==> src/rtl/core/gcc_mul.sv <==
// Shared signed multiplier with registered product.
`default_nettype none
module gcc_mul (
  input  logic               clk,
  input  logic signed [32:0] mul_a,
  input  logic signed [32:0] mul_b,
  output logic signed [65:0] prod_r
);

  always_ff @(posedge clk) begin
    prod_r <= mul_a * mul_b;
  end

endmodule
`default_nettype wire

==> config.mk <==
export PLATFORM = sky130hd
export DESIGN_NAME = gcc_mul
export DESIGN_NICKNAME = d
export VERILOG_FILES = /design/src/rtl/core/gcc_mul.sv
export SDC_FILE = /design/constraint.sdc
export NUM_CORES = 2
export LEC_CHECK = 0
export CORE_AREA = 5 5 267 269
export CTS_CLUSTER_DIAMETER = 100
export DETAILED_ROUTE_END_ITERATION = 10
export DIE_AREA = 0 0 272 274
export DONT_BUFFER_PORTS = 1
export HOLD_SLACK_MARGIN = 0.1
export PLACE_DENSITY_LB_ADDON = 0.08
export SLEW_MARGIN = 25
export SYNTH_ARGS = -nofsm -noshare
export SYNTH_HDL_FRONTEND = slang
export SYNTH_SLANG_ARGS = --single-unit
==> constraint.sdc <==
create_clock -name clk -period 7.8 [get_ports clk]
set_input_delay 1.17 -clock clk [delete_from_list [all_inputs] [get_ports clk]]
set_output_delay 1.17 -clock clk [all_outputs]
set_load 0.01 [all_outputs]
==> summary.md <==
| Metric | Value |
|---|---|
| Num CTS Buffers | 9 |
| CTS tree | built |
| Status | finished clean |
| Compound-gate portion of the synthesized area | 4.07% |
| Largest regs | prod_r (66) |
| Async SR Flop Fraction | 0% |
| Number of max-cap violations | 0 |
| Clock Path Buffers | 2 |
| Final period util | 97.6% |
| Critical Path, Cell by Cell | and2_1, fa_1, inv_1, fa_1, inv_1, fa_1, inv_1, fa_1, inv_1, fa_1, fa_1, fa_1, inv_1, fa_1, inv_1, ha_2, a21oi_2, buf_4, nand2_1, or3_4, o311ai_4, nand3_2, a211oi_1, a311oi_1 |
| Synthesized Nets | approximately 5800 |
| RSZ-0062 raised after global routing | true |
| Pins Over Slew Limit | 0 |
| Avg Synthesized Cell Area | around 9.4 um2 |
| Placer Congestion | slightly above 0.9 |
| Clock-pin slew on the worst setup and hold paths | 0.07 ns |
| Number of flip-flops in the largest register | 66 |
| Hpwl dp | 89200 um |
| Count leader, synth | fa_1 |
| Placed Area | 42500 um2 |
| Initial core utilization | 59.6% |
| CP startpoint | mul_a[30] |
| Die span in y | 274 um |
| CP Data Required Time | around 8.0 ns |
| First-pass GRT wire length | 173000 um |
| Final setup vio count | 0 |
| Area Growth Syn to Fin | 5.53% |
| Worst path depth | 24 |
| #FFs+latches synth | 66 |
| Die Wd | 272 um |
| Final Instance Area | 43000 um2 |
| Multiplexer share of the synthesized area | 0% |
| DRT Wirelength | 106000 um |
| Uppermost layer routed | met5 |
| Combinational family with the most area after synthesis | adder cells |
| Dominant cell type by area after synthesis | fa_1 |
| Clk sinks | between 60 and 70 |
| Hold_buf cts | 0 |
| Biggest register | prod_r |
| Setup crit start kind | input pin |
| Synth cell types | 80 |
| Initial DRC count | 1376 |
| Die Area | roughly 75000 um2 |
| Final min period | 7.61 ns |
| Gr usage total | 30.0% |
| CTS H-tree depth | 3 |
| Post-synth EDFFs | 0 |
| Fmax | 0.131 GHz |
| M1 WL | approximately 37000 um |
| Adder-cell share of the synthesized area | 62.9% |
| Total core area | 68300 um2 |
| CP arrival | 7.84 ns |
| Synth Area in Simple Gates | 15.8% |
| DRC | 0 |
| Vias | around 28000 |
| Sequential area share after synthesis | between 3 and 4% |
| Worst setup path endpoint | prod_r[64]$_DFF_P_ |
| Global route overflow | 0 |
| Largest net degree at the start of global routing | 34 |
| Ranking of synthesized cells by area | fa_1, inv_1, and2_1, ha_1, nand2_1 |
| Initial DRT Pass Iterations | 8 |
| Cell repeated most along the worst path | fa_1 |
| Min-delay worst type | input pin to flip-flop |
| Synth Warn # | 0 |
| Io pins | 133 |
| Number of global-route vias before repair | 32067 |
| WL met2 | between 50000 and 60000 um |
| Initial antenna violation count | 1 |
| CTS Root Cell | clkbuf_16 |
| Rel. slew slack | 55.4% |
| Top post-synthesis cells by count | fa_1, inv_1, and2_1, nand2_1, ha_1 |
| Routed wl met3 | 5180 um |
| Hold Vio Cnt, Final | 0 |
| Antenna-violating nets left | 0 |
| Worst slew pin tran | about 0.67 ns |
| CP max stage cell | fa_1 |
| I/O Buffers | 0 |
| Crit-path max FO | 33 |
| Critical path capture point type | flip-flop |
| Crit Path Class | input pin to flip-flop |
| Synth Area in XOR/XNOR | 1.46% |
| # rows | 96 |
| CP bufs+invs | 7 |
| Nets@finish | about 5800 |
| Cell Area, Synth | 40700 um2 |
| Routed wire per std cell | between 20 and 25 um |
| Slowest stage delay, CP | ~0.57 ns |
| Post-Syn Instances | between 4000 and 5000 |
| Post-synth top area share | between 50 and 60% |
| Share of cells above drive strength 1 | 6.76% |
| Most used DFF post-synth | dfxtp_1 |
| Cell family with most CP delay | adder cells |
| Vias per cell | 5.41 |
| Layout fillers | 5945 |
## through the flow
step	setup TNS, ns	util [%]	worst slack (ns)	instances	hold slack, ns
CTS	0	62.7	0.0479	5209	0.930
detailed placement	-4.10	62.2	-0.303	5193	1.30
floorplan	-0.0593	-	-0.0593	4338	1.30
finish	0	62.9	0.187	5215	0.936
global route	-0.0519	62.9	-0.0216	5214	0.933
global placement	-2.08	62.2	-0.225	5193	1.30
## layer usage
metal / global-route usage [%] / vias to the layer above
li1: - / 12303
met1: 34.3 / 14886
met2: 54.5 / 769
met3: 4.38 / 276
met4: 16.4 / 2
met5: 0 / -
## timing repair
item	4_1_cts	5_1_grt
gates resized for setup	0	32
hold endpoints to repair	0	0
setup buffers	0	5
endpoints found under the setup margin	0	22
## how the worst min path moves through the flow
stage	from	endpoint	slack, ns	cells past startpoint
2_1_floorplan	mul_a[0]	prod_r[0]$_DFF_P_	1.30	1
3_3_place_gp	mul_b[0]	prod_r[0]$_DFF_P_	1.30	1
3_5_place_dp	mul_b[0]	prod_r[0]$_DFF_P_	1.30	1
4_1_cts	mul_b[0]	prod_r[0]$_DFF_P_	0.93	1
5_1_grt	mul_b[0]	prod_r[0]$_DFF_P_	0.93	1
6_report	mul_b[0]	prod_r[0]$_DFF_P_	0.94	1
## cell usage in the layout (no fill, tap or decap), types with 7 or more instances in the layout
cell / instances
buf_4: 193
nand2_1: 549
a31oi_1: 8
nand2b_1: 11
nand4_1: 11
nand3_1: 23
o21ai_0: 23
xnor2_1: 43
inv_1: 1127
o21bai_1: 10
dfxtp_1: 66
o21ai_1: 8
clkbuf_16: 9
ha_1: 215
and2_1: 559
a21o_1: 36
fa_1: 1135
a211oi_1: 7
fa_2: 10
xor2_1: 25
nor2_1: 66
a21oi_2: 9
a21oi_1: 50
## final cells by class
class                           instances  area (um2)  share of cell area, %
Timing Repair Buffer                  199        1560                   3.63
Tap cell                              882        1100                   2.57
Antenna cell                            1        2.50                0.00582
Clock inverter                          7        53.8                  0.125
Multi-Input combinational cell       2920       34500                   80.2
Sequential cell                        66        1320                   3.07
Clock buffer                            9         225                  0.524
Inverter                             1131        4250                   9.88
## cell families after synthesis
family	Yosys count
simple gates	1271
flops	66
buf+inv	1352
xor+xnor	68
fa+ha+maj	1362
compound gates	219
Power is not shown: default switching activity piles up to over one toggle a cycle in this logic, so the estimate is an artifact.
